$ cat src/hw/rtl/cgps_pkg.sv
// Shared types, sizes, request codes and saturating helpers for the complex solver.
// Depends on nothing; the core, the multiplier, the divider and the testbench import it.
package cgps_pkg;

    localparam int MAX_SIZE  = 16;
    localparam int FRAC_W    = 16;
    localparam int DATA_W    = 32;
    localparam int IDX_W     = $clog2(MAX_SIZE);
    localparam int ADDR_W    = 2 * IDX_W;
    localparam int CELLS     = MAX_SIZE * MAX_SIZE;
    localparam int WORD_W    = 2 * DATA_W;
    localparam int SUM_W     = WORD_W + 1;
    localparam int DIV_STEPS = WORD_W + FRAC_W;
    localparam int DIV_CNT_W = $clog2(DIV_STEPS);
    localparam int SIZE_W    = 5;
    localparam int OP_W      = 2;

    localparam logic [SIZE_W-1:0] SIZE_RESET = SIZE_W'(MAX_SIZE);
    localparam logic [SIZE_W-1:0] SIZE_MAX   = SIZE_W'(MAX_SIZE);

    localparam logic [OP_W-1:0] OP_WR_MAT = 2'd0;
    localparam logic [OP_W-1:0] OP_WR_RHS = 2'd1;
    localparam logic [OP_W-1:0] OP_SOLVE  = 2'd2;

    typedef struct packed {
        logic signed [DATA_W-1:0] im;
        logic signed [DATA_W-1:0] re;
    } cplx_t;

    typedef struct packed {
        logic signed [SUM_W-1:0] s1;
        logic signed [SUM_W-1:0] s2;
    } mul_res_t;

    function automatic logic signed [DATA_W-1:0] sat_word(input logic signed [SUM_W-1:0] v);
        logic signed [DATA_W-1:0] r;
        if ((&v[SUM_W-1:DATA_W-1]) || !(|v[SUM_W-1:DATA_W-1]))
            r = v[DATA_W-1:0];
        else if (v[SUM_W-1])
            r = {1'b1, {(DATA_W-1){1'b0}}};
        else
            r = {1'b0, {(DATA_W-1){1'b1}}};
        return r;
    endfunction

    function automatic logic signed [DATA_W-1:0] shift_sat(input logic signed [SUM_W-1:0] v);
        logic signed [SUM_W-1:0] t;
        t = v >>> FRAC_W;
        return sat_word(t);
    endfunction

    function automatic logic signed [DATA_W-1:0] sub_sat(input logic signed [DATA_W-1:0] a,
                                                       input logic signed [DATA_W-1:0] b);
        logic signed [DATA_W:0] d;
        d = {a[DATA_W-1], a} - {b[DATA_W-1], b};
        return sat_word({{(SUM_W-DATA_W-1){d[DATA_W]}}, d});
    endfunction

    function automatic cplx_t csub(input cplx_t a, input cplx_t b);
        cplx_t r;
        r.re = sub_sat(a.re, b.re);
        r.im = sub_sat(a.im, b.im);
        return r;
    endfunction

endpackage

$ cat src/hw/rtl/cgps_cdiv.sv
// Two-lane restoring divider: num * 2^FRAC_W / den, truncated toward zero, saturated.
// One quotient bit per cycle on each lane, shared denominator. Uses cgps_pkg.
module cgps_cdiv (
    input  logic                               clk,
    input  logic                               rst_n,
    input  logic                               start,
    input  logic signed [cgps_pkg::SUM_W-1:0]  num_re,
    input  logic signed [cgps_pkg::SUM_W-1:0]  num_im,
    input  logic [cgps_pkg::WORD_W-1:0]        den,
    output logic                               done,
    output cgps_pkg::cplx_t                    q
);
    import cgps_pkg::*;

    logic                     busy_reg;
    logic [DIV_CNT_W-1:0]     cnt_reg;
    logic                     done_reg;
    logic [WORD_W-1:0]        den_reg;
    logic                     zero_reg;
    logic                     neg_reg  [2];
    logic                     ovf_reg  [2];
    logic [DIV_STEPS-1:0]     dd_reg   [2];
    logic [WORD_W-1:0]        rem_reg  [2];
    logic [DATA_W-1:0]        quo_reg  [2];
    logic signed [SUM_W-1:0]  num      [2];
    logic [WORD_W-1:0]        rem_sh   [2];
    logic                     ge       [2];
    logic signed [DATA_W-1:0] lane_q   [2];

    assign num[0] = num_re;
    assign num[1] = num_im;

    always_comb
    begin
        for (int i = 0; i < 2; i++)
        begin
            rem_sh[i] = {rem_reg[i][WORD_W-2:0], dd_reg[i][DIV_STEPS-1]};
            ge[i]     = rem_sh[i] >= den_reg;
            if (zero_reg)
                lane_q[i] = '0;
            else if (ovf_reg[i] || quo_reg[i][DATA_W-1])
                lane_q[i] = neg_reg[i] ? {1'b1, {(DATA_W-1){1'b0}}} : {1'b0, {(DATA_W-1){1'b1}}};
            else
                lane_q[i] = neg_reg[i] ? -$signed(quo_reg[i]) : $signed(quo_reg[i]);
        end
    end

    always_ff @(posedge clk or negedge rst_n)
    begin
        if (!rst_n)
        begin
            busy_reg <= 1'b0;
            cnt_reg  <= '0;
            done_reg <= 1'b0;
        end
        else
        begin
            done_reg <= busy_reg && (cnt_reg == DIV_CNT_W'(DIV_STEPS - 1));
            if (start && !busy_reg)
            begin
                busy_reg <= 1'b1;
                cnt_reg  <= '0;
            end
            else if (busy_reg)
            begin
                cnt_reg <= cnt_reg + 1'b1;
                if (cnt_reg == DIV_CNT_W'(DIV_STEPS - 1))
                    busy_reg <= 1'b0;
            end
        end
    end

    always_ff @(posedge clk)
    begin
        if (start && !busy_reg)
        begin
            den_reg  <= den;
            zero_reg <= (den == '0);
            for (int i = 0; i < 2; i++)
            begin
                logic signed [SUM_W-1:0] mag;
                mag         = num[i][SUM_W-1] ? -num[i] : num[i];
                neg_reg[i]  <= num[i][SUM_W-1];
                ovf_reg[i]  <= 1'b0;
                dd_reg[i]   <= {mag[WORD_W-1:0], {FRAC_W{1'b0}}};
                rem_reg[i]  <= '0;
                quo_reg[i]  <= '0;
            end
        end
        else if (busy_reg)
        begin
            for (int i = 0; i < 2; i++)
            begin
                dd_reg[i]  <= {dd_reg[i][DIV_STEPS-2:0], 1'b0};
                rem_reg[i] <= ge[i] ? rem_sh[i] - den_reg : rem_sh[i];
                quo_reg[i] <= {quo_reg[i][DATA_W-2:0], ge[i]};
                ovf_reg[i] <= ovf_reg[i] | quo_reg[i][DATA_W-1];
            end
        end
    end

    assign done = done_reg;
    assign q.re = lane_q[0];
    assign q.im = lane_q[1];

endmodule

$ cat config.mk
export PLATFORM = sky130hd
export DESIGN_NAME = cgps_cdiv
export DESIGN_NICKNAME = d
export VERILOG_FILES = /design/src/hw/rtl/cgps_pkg.sv /design/src/hw/rtl/cgps_cdiv.sv
export SDC_FILE = /design/constraint.sdc
export NUM_CORES = 1
export LEC_CHECK = 0
export BUFFER_PORTS_ARGS = -buffer_cell sky130_fd_sc_hd__buf_4
export CORE_MARGIN = 1.5
export CORE_UTILIZATION = 52
export CTS_BUF_LIST = sky130_fd_sc_hd__clkbuf_8
export DETAILED_ROUTE_END_ITERATION = 12
export GPL_ROUTABILITY_DRIVEN = 0
export PLACE_DENSITY = 0.82
export SLEW_MARGIN = 30
export SYNTH_ARGS = -nofsm -noshare
export SYNTH_HDL_FRONTEND = slang
export SYNTH_SLANG_ARGS = --single-unit
$ cat constraint.sdc
create_clock -name clk -period 21.2 [get_ports clk]
set_clock_uncertainty 0.15 [all_clocks]
set_input_delay 2.12 -clock clk [delete_from_list [all_inputs] [get_ports clk]]
set_output_delay 2.12 -clock clk [all_outputs]
set_load 0.02 [all_outputs]
# Word-level counts from Yosys, hierarchy flattened
# Memory sizes are Yosys's and may differ from the RTL's.
# Cells that the tools add are included.
# totals
mem_bits_rw	354
input_bits	197
memories	5
register_bits	74
# memory_table
name	depth	width	rd	rd_ports_with_merged_regs	write_ports	line	text
dd_reg	2	79	2	0	2	cgps_cdiv.sv:22	logic [DIV_STEPS-1:0] dd_reg [2];
rem_reg	2	64	2	0	2	cgps_cdiv.sv:23	logic [WORD_W-1:0] rem_reg [2];
quo_reg	2	32	2	0	2	cgps_cdiv.sv:24	logic [DATA_W-1:0] quo_reg [2];
neg_reg	2	1	2	0	2	cgps_cdiv.sv:20	logic neg_reg [2];
ovf_reg	2	1	2	0	2	cgps_cdiv.sv:21	logic ovf_reg [2];
# op_classes
order_cmp	2
n_reduce_logical	7
eq_ne	1
mux	30
bitwise	10
addsub	7
# ops
op	n
64-bit two-way mux	6
32-bit two-way mux	10
79-bit two-way mux	2
64-bit greater-or-equal comparator	2
64-bit negator	2
64-bit subtractor	2
64-bit zero test	1
32-bit negator	2
7-bit two-way mux	2
1-bit two-way mux	10
1-bit OR	10
7-bit by 1-bit adder with 7-bit output, second input constant	1
7-bit == test, second input constant	1
1-bit logical AND	2
1-bit logical OR	2
2-bit nonzero test	1
1-bit zero test	1

# Depth between registers and ports, before layout
# logic_depth
depth_word	5
ltp_mapped	16
mapped_depth_nobuf	14

# Worst setup path before layout
# No wires, ideal clock.
# synth_path
path_kind	input -> register
startpoint	input port start
endpoint	register cnt_reg[2]
setup_ps	437
stages	3
required_ps	20613
arrival_time_ps	8653
slack_ps	11961
n_path_buf	0
path_cell_list	nor2_1 inv_1 a31oi_1
# synth_via
elab_chain_len	2
elab_cells_between_ends	3
classes_between	mux (1); reduce/logical (2)
# synth_lines
element	line	text
from (decl)	cgps_cdiv.sv:6	input logic start,
1-bit logical AND (*)	cgps_cdiv.sv:59	if (start && !busy_reg)
7-bit two-way mux / 2-bit nonzero test (equally long branches)	-	
to (signal assigned)	cgps_cdiv.sv:66	cnt_reg <= cnt_reg + 1'b1;
to (decl)	cgps_cdiv.sv:16	logic [DIV_CNT_W-1:0] cnt_reg;
# Every way passes the cells marked *; elsewhere a longest branch is shown, timed or not.
# A chain may end at the register's enable or synchronous reset.

==> metrics.md <==
| Metric | Value |
|---|---|
| Via/cell ratio | 6.03 |
| WL per Instance | 18.1 µm |
| H-tree depth | 3 |
| Largest family of logic cells by synthesized area | compound AO/OA/AOI/OAI gates |
| Syn nets | 3609 |
| Simple-gate share of the synthesized area | 20.1% |
| Total Routing Usage GR | 26.6% |
| Cts bufs inserted | 75 |
| First-pass GRT wire length | 123000 µm |
| Critical setup path kind | flip-flop to primary output |
| GRT busiest layer | met2 |
| Ys Warns | 0 |
| Post-synthesis cell count | 3277 |
| I/O pins | 262 |
| Crit path required time | 18.93 ns |
| Core box area | 0.0550 mm² |
| Clock Path Buffers | 3 |
| Max reg flops | 128 |
| Commonest cells after routing, fill and taps aside | 416 x nand2_1, 387 x edfxtp_1, 284 x a21oi_1, 280 x nor2_1, 279 x buf_4 |
| Final Non-Filler Cells | 4252 |
| Top_reg_cell synth | edfxtp_1 |
| CTS clk-pin slew, worst paths | 0.06 ns |
| Post-synthesis adder-cell area fraction | 5.90% |
| Number of global-route vias before repair | 23.9k |
| Final period utilization | 31.7% |
| Hold Crit Class | flip-flop to flip-flop |
| Met1 Use GR | 35.5% |
| Synthesized area per cell | 8.82 µm² |
| Leakage power | 13.4 nW |
| Most common cell after layout, fill and taps aside | nand2_1 |
| Mapped Area | 0.0289 mm² |
| CTS tree | yes |
| Crit-path max FO | 6 |
| Post-synthesis mux area share | 1.12% |
| Final hold viol count | 0 |
| Final Setup Violations | 0 |
| Cells after DPL | 4116 |
| Seq cells post-synth | 396 |
| Setup ws final | 14.47 ns |
| Pre-CTS setup slack | 15.22 ns |
| CP max stage cell | or4_1 |
| PwrDens | 132 mW/mm² |
| Maximum operating frequency | 149 MHz |
| Critical Path Sink Type | primary output |
| Slew Limit Fails | 0 |
| Post-CTS Resized | 0 |
| Final ANT Viol Nets | 0 |
| Die height | 239 µm |
| Worst vdd ir | 0.0669 mV |
| Initial Util | 52.5% |
| RSZ-0062 raised after global routing | false |
| CP arrival | 4.46 ns |
| Layout cells sized above 1 | 12.4% |
| Post-layout min period | 6.73 ns |
| DRT Pass-1 Iters | 8 |
| Detailed Place HPWL | 55200 µm |
| M2 GR Usage | 43.0% |
| CTS Root Buffer Type | clkbuf_8 |
| Area Overhead vs Synth | 13.2% |
| 1st-iter DRT viols | 2299 |
| Vias | 25.6k |
| Compound-Gate Fraction of Synth Area | 21.0% |
| Status | completed |
| Largest net degree at the start of global routing | 111 |
| Placement row count | 86 |
| Slew headroom | 35.0% |
| Number of enable flip-flop cells after synthesis | 387 |
| Crit-path max cell delay | 0.53 ns |
| Post-CTS Setup Inserts | 0 |
| Critical Path, Cell by Cell | inv_1 > ha_1 > nor3b_1 > nand2_1 > nor3_1 > nand2_1 > or3_1 > or4_1 > nor3_1 > mux2i_1 > o22a_1 > nor2_1 > buf_4 |
| Hold_buf cts | 0 |
| Power Total | 0.00433 W |
| Worst slew pin tran | 0.975 ns |
| Sink Count | 396 |
| Distinct cells, synth | 76 |
| Asr flop ratio synth | 2.27% |
| IO buf count | 261 |
| Die W | 239 µm |
| Met3 layer usage reported by global route | 5.40% |
| Setup total negative slack | 0 ns |
| Total of max-cap violations | 0 |
| Post-layout util | 59.5% |
| Post-Synth XOR/XNOR Area | 6.79% |
| Congestion Overflow GR | 0 |
| Worst skew pair latency | 0.68 ns |
| Die area | 0.0570 mm² |
| Critical Path Start Type | flip-flop |
| Total wire length | 77100 µm |
| Post-synthesis sequential area ratio | 41.0% |
| Initial antenna violation count | 5 |
| Total Nets Final | 3777 |
| # DRC | 0 |
final timing paths:
path,cells past startpoint,endpoint,start,slack (ns)
max in group asynchronous,1,busy_reg,rst_n,19.63
max,13,q[28],quo_reg[0][0],14.47
min reg2reg,1,cnt_reg[6],cnt_reg[6],0.34
max reg2reg,12,rem_reg[0][126],den_reg[0],16.20
min in group asynchronous,1,cnt_reg[3],rst_n,1.11
min,1,cnt_reg[6],cnt_reg[6],0.34
metrics by stage:
| stage | hold slack (ns) | cell area (µm²) |
|---|---|---|
| final | 0.336 | 32700 |
| after global routing | 0.370 | 32700 |
| after CTS | 0.337 | 32700 |
| after detailed placement | 0.324 | 31300 |
| after global placement | 0.318 | 31200 |
| after floorplan | 0.294 | 28900 |
cells in the mapped netlist, drive strengths merged (19+ instances only):
cell,instances,area share [%]
nand2,416,5.4
edfxtp,387,40
a21oi,284,4.9
nor2,282,3.7
o21ai,271,4.7
clkbuf,178,2.3
ha,133,5.8
inv,123,1.6
xor2,118,3.6
xnor2,106,3.2
a21o,73,1.9
and2,73,1.6
nor3,73,1.3
nand3,63,1.1
o22a,57,1.7
a211oi,56,1.5
nand4,55,1.2
o31ai,50,1.4
or3,48,1.1
a31oi,36,0.78
nor4,36,0.82
o21bai,30,0.78
or4,30,0.83
nand2b,24,0.52
or2,24,0.53
nor2b,22,0.48
nor3b,19,0.49
o41ai,19,0.58
where the power goes:
group	internal [W]	leakage (nW)	switching [W]
combinational	0.000852	8.26	0.00123
sequential	0.00130	4.31	0.000209
clock	0.000394	0.836	0.000345
total	0.00255	13.4	0.00178
metal layers:
| layer | share of wire (%) | up-vias |
|---|---|---|
| li1 | - | 12402 |
| met1 | 43 | 12081 |
| met2 | 46 | 967 |
| met3 | 7.5 | 177 |
| met4 | 3.2 | 8 |
| met5 | 0.065 | - |
worst max-delay path, delay by kind of cell (launching register included):
kind | cells | cell delay (ns)
buffers and inverters | 2 | 0.30
multiplexers | 1 | 0.23
AO/OA/AOI/OAI | 1 | 0.15
flip-flops | 1 | 0.43
AND/OR/NAND/NOR | 8 | 2.49
adder cells (fa/ha/maj) | 1 | 0.21
cells by family (layout without fill, tap and decap cells):
family	count (synthesis)	count (layout)
AND/OR/NAND/NOR	1208	1208
AO/OA/AOI/OAI	971	971
flip-flops	396	396
buffers and inverters	313	539
XOR/XNOR	224	224
adder cells (fa/ha/maj)	135	135
multiplexers	30	30
other	0	1
area by class of cell:
cell class              count  area (µm²)
fillers                  4753       22300
diodes                      1        2.50
clock buffers              79        1090
flip-flops and latches    396       11900
clock inverters            56         340
inverters                 123         472
well taps                 748         936
multi-input cells        2568       15900
repair buffers            281        2130
Note: power is estimated with default switching activity, not from simulation.
