[src/hw/rtl/cgps_pkg.sv]
// Shared types, sizes, request codes and saturating helpers for the complex solver.
// Depends on nothing; the core, the multiplier, the divider and the testbench import it.
package cgps_pkg;

    localparam int MAX_SIZE  = 16;
    localparam int FRAC_W    = 16;
    localparam int DATA_W    = 32;
    localparam int IDX_W     = $clog2(MAX_SIZE);
    localparam int ADDR_W    = 2 * IDX_W;
    localparam int CELLS     = MAX_SIZE * MAX_SIZE;
    localparam int WORD_W    = 2 * DATA_W;
    localparam int SUM_W     = WORD_W + 1;
    localparam int DIV_STEPS = WORD_W + FRAC_W;
    localparam int DIV_CNT_W = $clog2(DIV_STEPS);
    localparam int SIZE_W    = 5;
    localparam int OP_W      = 2;

    localparam logic [SIZE_W-1:0] SIZE_RESET = SIZE_W'(MAX_SIZE);
    localparam logic [SIZE_W-1:0] SIZE_MAX   = SIZE_W'(MAX_SIZE);

    localparam logic [OP_W-1:0] OP_WR_MAT = 2'd0;
    localparam logic [OP_W-1:0] OP_WR_RHS = 2'd1;
    localparam logic [OP_W-1:0] OP_SOLVE  = 2'd2;

    typedef struct packed {
        logic signed [DATA_W-1:0] im;
        logic signed [DATA_W-1:0] re;
    } cplx_t;

    typedef struct packed {
        logic signed [SUM_W-1:0] s1;
        logic signed [SUM_W-1:0] s2;
    } mul_res_t;

    function automatic logic signed [DATA_W-1:0] sat_word(input logic signed [SUM_W-1:0] v);
        logic signed [DATA_W-1:0] r;
        if ((&v[SUM_W-1:DATA_W-1]) || !(|v[SUM_W-1:DATA_W-1]))
            r = v[DATA_W-1:0];
        else if (v[SUM_W-1])
            r = {1'b1, {(DATA_W-1){1'b0}}};
        else
            r = {1'b0, {(DATA_W-1){1'b1}}};
        return r;
    endfunction

    function automatic logic signed [DATA_W-1:0] shift_sat(input logic signed [SUM_W-1:0] v);
        logic signed [SUM_W-1:0] t;
        t = v >>> FRAC_W;
        return sat_word(t);
    endfunction

    function automatic logic signed [DATA_W-1:0] sub_sat(input logic signed [DATA_W-1:0] a,
                                                       input logic signed [DATA_W-1:0] b);
        logic signed [DATA_W:0] d;
        d = {a[DATA_W-1], a} - {b[DATA_W-1], b};
        return sat_word({{(SUM_W-DATA_W-1){d[DATA_W]}}, d});
    endfunction

    function automatic cplx_t csub(input cplx_t a, input cplx_t b);
        cplx_t r;
        r.re = sub_sat(a.re, b.re);
        r.im = sub_sat(a.im, b.im);
        return r;
    endfunction

endpackage

[src/hw/rtl/cgps_cmul.sv]
// Sequential complex product unit: four products through one multiplier.
// Plain mode gives a*b, conjugate mode gives a*conj(b); sums are exact. Uses cgps_pkg.
module cgps_cmul (
    input  logic              clk,
    input  logic              rst_n,
    input  logic              start,
    input  logic              conj,
    input  cgps_pkg::cplx_t   a,
    input  cgps_pkg::cplx_t   b,
    output logic              done,
    output cgps_pkg::mul_res_t res
);
    import cgps_pkg::*;

    logic                     busy_reg;
    logic [2:0]               cnt_reg;
    logic                     done_reg;
    logic                     conj_reg;
    cplx_t                    a_reg;
    cplx_t                    b_reg;
    logic signed [WORD_W-1:0] prod_reg;
    logic signed [SUM_W-1:0]  s1_reg;
    logic signed [SUM_W-1:0]  s2_reg;
    logic signed [DATA_W-1:0] op_x;
    logic signed [DATA_W-1:0] op_y;
    logic signed [WORD_W-1:0] product;
    logic signed [SUM_W-1:0]  prod_ext;

    always_comb
    begin
        unique case (cnt_reg[1:0])
            2'd0:
            begin
                op_x = a_reg.re;
                op_y = b_reg.re;
            end
            2'd1:
            begin
                op_x = a_reg.im;
                op_y = b_reg.im;
            end
            2'd2:
            begin
                op_x = a_reg.re;
                op_y = b_reg.im;
            end
            default:
            begin
                op_x = a_reg.im;
                op_y = b_reg.re;
            end
        endcase
    end

    assign product  = op_x * op_y;
    assign prod_ext = {prod_reg[WORD_W-1], prod_reg};

    always_ff @(posedge clk or negedge rst_n)
    begin
        if (!rst_n)
        begin
            busy_reg <= 1'b0;
            cnt_reg  <= 3'd0;
            done_reg <= 1'b0;
        end
        else
        begin
            done_reg <= busy_reg && (cnt_reg == 3'd4);
            if (start && !busy_reg)
            begin
                busy_reg <= 1'b1;
                cnt_reg  <= 3'd0;
            end
            else if (busy_reg)
            begin
                cnt_reg <= cnt_reg + 3'd1;
                if (cnt_reg == 3'd4)
                    busy_reg <= 1'b0;
            end
        end
    end

    always_ff @(posedge clk)
    begin
        if (start && !busy_reg)
        begin
            a_reg    <= a;
            b_reg    <= b;
            conj_reg <= conj;
        end
        if (busy_reg)
        begin
            prod_reg <= product;
            unique case (cnt_reg)
                3'd1: s1_reg <= prod_ext;
                3'd2: s1_reg <= conj_reg ? s1_reg + prod_ext : s1_reg - prod_ext;
                3'd3: s2_reg <= conj_reg ? -prod_ext : prod_ext;
                3'd4: s2_reg <= s2_reg + prod_ext;
                default: ;
            endcase
        end
    end

    assign done   = done_reg;
    assign res.s1 = s1_reg;
    assign res.s2 = s2_reg;

endmodule

[config.mk]
export PLATFORM = sky130hd
export DESIGN_NAME = cgps_cmul
export DESIGN_NICKNAME = d
export VERILOG_FILES = /design/src/hw/rtl/cgps_pkg.sv /design/src/hw/rtl/cgps_cmul.sv
export SDC_FILE = /design/constraint.sdc
export NUM_CORES = 2
export LEC_CHECK = 0
export BUFFER_PORTS_ARGS = -buffer_cell sky130_fd_sc_hd__buf_2
export CORE_ASPECT_RATIO = 2
export CORE_MARGIN = 2
export CORE_UTILIZATION = 30
export DETAILED_ROUTE_END_ITERATION = 7
export MAX_ROUTING_LAYER = met4
export PLACE_DENSITY = 0.45
export SYNTH_ARGS = -nofsm -noshare
export SYNTH_HDL_FRONTEND = slang
export SYNTH_SLANG_ARGS = --single-unit
[constraint.sdc]
create_clock -name clk -period 10.2 [get_ports clk]
set_input_delay 0.51 -clock clk [delete_from_list [all_inputs] [get_ports clk]]
set_output_delay 0.51 -clock clk [all_outputs]
set_load 0.01 [all_outputs]
---- Word-level counts from Yosys, hierarchy flattened ----
Index checks and enable logic that the tools add are counted.
storage, ports and cells
  flip-flop bits (word level) ............. 328
  bits of input ports ..................... 132
  output and inout port bits .............. 131
  word-level logic and storage cells ...... 45
operators by class
  add/subtract/negate cells ............... 5
  multiply operators ...................... 1
  eq/ne operators ......................... 6
  mux-type cells .......................... 11
  reduce and logical (&&, ||, !) cells .... 11
operators by type and width
  cell                                                                   number
  65-bit one-hot mux with 2 select lines                                 2
  65-bit by 64-bit adder with 65-bit output                              2
  65-bit two-way mux                                                     2
  64-bit negator with 65-bit output                                      1
  65-bit by 64-bit subtractor with 65-bit output                         1
  32-bit by 32-bit multiplier with 64-bit output                         1
  32-bit two-way mux                                                     2
  3-bit by 2-bit equality test with 1-bit output, second input constant  2
  3-bit two-way mux                                                      2
  2-bit nonzero test                                                     3
  2-bit AND reduction                                                    2
  2-bit OR reduction                                                     2
  3-bit by 1-bit adder with 3-bit output, second input constant          1
  3-bit by 1-bit equality test with 1-bit output, second input constant  1
  3-bit equality test, second input constant                             1
  1-bit two-way mux                                                      3
  2-bit by 1-bit equality test with 1-bit output, second input constant  1
  2-bit equality test, second input constant                             1
  1-bit logical AND                                                      2
  2-bit zero test                                                        1
  1-bit zero test                                                        1

---- Depth between registers and ports, before layout ----
  word-level depth ........................ 4
  gate-level depth with buffers ........... 34
  gate-level depth less buffers ........... 32

---- Worst setup path after synthesis ----
Ideal clock, no wire load.
  kind .................................... reg-to-reg
  from .................................... register cnt_reg[0]
  to ...................................... register prod_reg[44] (data pin)
  library setup time ...................... 0.261 ns
  arrival ................................. 8.891 ns
  required time ........................... 9.939 ns
  path slack .............................. 1.048 ns
  stages on the path, launching flop included .. 29
  path buffers ............................ 2
  period minus slack after synthesis ...... 9.152 ns
  cells stage by stage .................... dfrtp_1 > inv_1 > ha_1 > nor2_1 > clkbuf_1 > mux2i_1 > clkbuf_1 > nor2_1 > fa_1 > fa_1 > fa_1 > inv_1 > fa_1 > inv_1 > fa_1 > fa_1 > fa_1 > fa_1 > ha_1 > a21o_1 > a31o_2 > a221oi_1 > o21ai_0 > a31oi_1 > o31ai_1 > or2_2 > a221o_1 > a21o_1 > xor2_1
between the ends
  cells in the longest elaborated chain, start to end .. 4
  elaborated cells between the ends (all ways) .. 8
  classes of those cells .................. mul: 1; eq/ne: 2; mux: 2; reduce/logical: 3
ends and longest elaborated chain
  item                                               RTL line         source
  start: declaration                                 cgps_cmul.sv:16  logic [2:0] cnt_reg;
  start signal: assignment                           cgps_cmul.sv:76  cnt_reg <= cnt_reg + 3'd1;
  2-bit equality test, or another cell as far along  cgps_cmul.sv:31  unique case (cnt_reg[1:0])
  2-bit OR reduction (no line)                       -
  32-bit two-way mux                                 cgps_cmul.sv:31
  32-bit by 32-bit multiplier with 64-bit output *   cgps_cmul.sv:55  assign product = op_x * op_y;
  named net product[44]                              cgps_cmul.sv:26  logic signed [WORD_W-1:0] product;
  end signal: assignment                             cgps_cmul.sv:93  prod_reg <= product;
  end: declaration                                   cgps_cmul.sv:21  logic signed [WORD_W-1:0] prod_reg;
Mark *: on every way through the listed nets, which the timed path passes. The rest lies on a longest branch.
A chain may end at the register's enable or synchronous reset.

---- Worst setup path after layout ----
  from .................................... register cnt_reg[0]
  to ...................................... register prod_reg[61] (data pin)
The elaborated chain is that of the path after synthesis.

==> impl_metrics.json <==
{
  "status": "completed",
  "floorplan.rows": 226,
  "report.final.setup_viol": 0,
  "synth.top_cell.area_share": 0.382,
  "min_path_type": "input port to flop",
  "hold_buf_cts": 3,
  "die_height_um": 620,
  "timing.max_cap.violations": 0,
  "tritoncts": "built",
  "fin_tns_setup_ps": 0,
  "synth_commonest_cells": "1085 x sky130_fd_sc_hd__fa_1, 993 x sky130_fd_sc_hd__inv_1, 783 x sky130_fd_sc_hd__nand2_1, 707 x sky130_fd_sc_hd__nor2_1, 323 x sky130_fd_sc_hd__edfxtp_1",
  "postSynthRegisterBits": 328,
  "cp_data_arrival_time_ps": 10060,
  "post_synth_inst_count": 6034,
  "layout-drive-gt1-share": 0.107,
  "ctsHtreeMaxLevel": 2,
  "netlist_area_sq_mm": 0.0569,
  "instances_no_fill": 8797,
  "crit_slowest_cell": "sky130_fd_sc_hd__fa_1",
  "drt_wl_total_um": 207000,
  "detail-route-antenna-nets": 0,
  "residual_overflow_from_global_routing": 0,
  "syn_nets": 7567,
  "timing.final.max_slew_violations": 0,
  "vias_in_the_first_global_route": 46500,
  "grt_start_max_net_pins": 90,
  "critical_path_class": "flop to flop",
  "placed_cells": 8716,
  "synth_adder_area_share": 0.451,
  "dominant_combinational_cell_family_by_area_after_synthesis": "adder cells",
  "dr.first_iter.drc_count": 3026,
  "clk_pin_slew_ps": 70,
  "r2r_start": "cnt_reg[0]$_DFFE_PN0P_",
  "final_min_period_over_clock_period": 0.951,
  "timing.clock.skew_ps": 52.3,
  "cts_buffers": 40,
  "hpwlAfterDp_um": 171000,
  "drt_pre_antenna_iters": 5,
  "critical_path.endpoint_type": "flop",
  "max-slew-margin-rel": 0.278,
  "vias": 43300,
  "synthTopCellsByArea": "sky130_fd_sc_hd__fa_1 38%, sky130_fd_sc_hd__edfxtp_1 17%, sky130_fd_sc_hd__ha_1 7.0%, sky130_fd_sc_hd__inv_1 6.6%, sky130_fd_sc_hd__nand2_1 5.2%",
  "globalplace.congestion": 0.926,
  "fin_worst_hold_slack_ps": 52.1,
  "worst_setup_path_startpoint": "cnt_reg[0]$_DFFE_PN0P_",
  "critPathLaunchType": "flop",
  "synthXorXnorAreaFrac": 0.0476,
  "timing.critical_path.mode_cell": "sky130_fd_sc_hd__fa_1",
  "synth_seq_area_share": 0.173,
  "avgSynthCellArea_sq_um": 9.43,
  "routedWlPerCell_um": 23.5,
  "floorplan.die_area_sq_mm": 0.193,
  "hold_path_startpoint": "a[31]",
  "io_buffers": 262,
  "worst_slew_pin_slew_ps": 1070,
  "rsz0062_at_grt": "false",
  "synthDistinctLibCells": 79,
  "die_x_um": 312,
  "compound_gate_fraction_of_synth_area": 0.0863,
  "total_core_area_sq_mm": 0.189,
  "cts.repair_timing.setup_buffer_count": 0,
  "synth_most_common_cell": "sky130_fd_sc_hd__fa_1",
  "grt_first_pass_wirelength_um": 307000,
  "numClockSinks": 328,
  "critPathRequiredTime_ps": 10570,
  "max_freq_mhz": 103,
  "synth_mux_area_frac": 0.0231,
  "drc": 0,
  "vias_per_instance": 4.92,
  "worst_path_largest_cell_delay_ps": 560,
  "grt_util_all_layers": 0.223,
  "yosys_most_used_dff": "sky130_fd_sc_hd__edfxtp_1",
  "finish.net_count": 7786,
  "insertion_delay_ps": 650,
  "synth-edff-count": 323,
  "antenna_found_initial": 6,
  "area_growth_pct": 11.9,
  "yosysWarnings": 0,
  "yosysTopAreaCell": "sky130_fd_sc_hd__fa_1",
  "yosys.area_share.simple": 0.135,
  "worstPathMaxFanout": 15,
  "post_cts_resize_count": 0,
  "finalWorstPathRequiredPeriod_ps": 9700,
  "cts-root-buf": "sky130_fd_sc_hd__clkbuf_16",
  "clock_path_buffers": 3,
  "synthArstFlopShare": 0.0152,
  "initial_core_util": 0.301,
  "timing.final.hold_violations": 0,
  "io-pin-count": 263
}
## placed cells by master, fill, tap and decap left out, types with 38 or more instances in the layout
master and instances:
sky130_fd_sc_hd__fa_1 1085, sky130_fd_sc_hd__inv_1 993, sky130_fd_sc_hd__nand2_1 782, sky130_fd_sc_hd__nor2_1 706, sky130_fd_sc_hd__edfxtp_1 323, sky130_fd_sc_hd__ha_1 315
sky130_fd_sc_hd__buf_2 262, sky130_fd_sc_hd__o21ai_0 226, sky130_fd_sc_hd__a21oi_1 205, sky130_fd_sc_hd__buf_4 179, sky130_fd_sc_hd__xnor2_1 161, sky130_fd_sc_hd__xor2_1 148
sky130_fd_sc_hd__a21o_1 120, sky130_fd_sc_hd__mux2_2 59, sky130_fd_sc_hd__nor3_1 42, sky130_fd_sc_hd__nand3_1 42, sky130_fd_sc_hd__o21bai_1 42, sky130_fd_sc_hd__clkbuf_16 41
sky130_fd_sc_hd__nand4_1 38
## per-layer routing
layer | global-route usage | vias to the layer above | wire, um | share of wire
li1 | - | 19500 | - | -
met1 | 0.266 | 22300 | 83500 | 0.40
met2 | 0.374 | 1208 | 101000 | 0.49
met3 | 0.0361 | 287 | 12000 | 0.058
met4 | 0.0890 | 0 | 9830 | 0.048
met5 | - | - | 0 | 0
## metrics by stage
stage          utilization  area [sq um]  setup slack, ps
6_report             0.337         63700              503
5_1_grt              0.337         63600             58.8
4_1_cts              0.337         63600              482
3_5_place_dp         0.329         62100              521
3_3_place_gp         0.329         62100              641
2_1_floorplan            -         56900             1050
## critical path, delay by kind of cell (launching register included)
kind            cells  cell delay [ps]
mux                 1              480
simple gates        3              530
compound gates      7             1790
flops               1              400
buf+inv             7             1180
fa+ha+maj          10             4840
xor+xnor            1              100
## worst paths after layout
| check | to | cells after the start | slack, ps |
|---|---|---|---|
| max | prod_reg[61]$_DFFE_PP_ | 29 | 500 |
| min | a_reg[31]$_DFFE_PP_ | 1 | 50 |
| max reg2reg | prod_reg[61]$_DFFE_PP_ | 29 | 500 |
| min reg2reg | cnt_reg[0]$_DFFE_PN0P_ | 1 | 600 |
| max in group asynchronous | busy_reg$_DFF_PN0_ | 2 | 9850 |
| min in group asynchronous | done$_DFF_PN0_ | 2 | 210 |
## cell families after synthesis
| group | count (synthesis) |
|---|---|
| buffers and inverters | 1269 |
| and+or+nand+nor | 1819 |
| DFF | 328 |
| AOI/OAI and AO/OA | 784 |
| adders and majority gates | 1401 |
| muxes | 124 |
| xor gates and xnor gates | 309 |
## final cells by class
cell class | instances | area (sq um)
Fill cell | 19900 | 125000
Multi-Input combinational cell | 4437 | 42600
Sequential cell | 328 | 9830
Inverter | 994 | 3730
Tap cell | 2508 | 3140
Timing Repair Buffer | 452 | 2850
Clock buffer | 47 | 1070
Clock inverter | 27 | 432
Antenna cell | 4 | 10.0
Power is not shown: default switching activity piles up to over one toggle a cycle in this logic, so the estimate is an artifact.
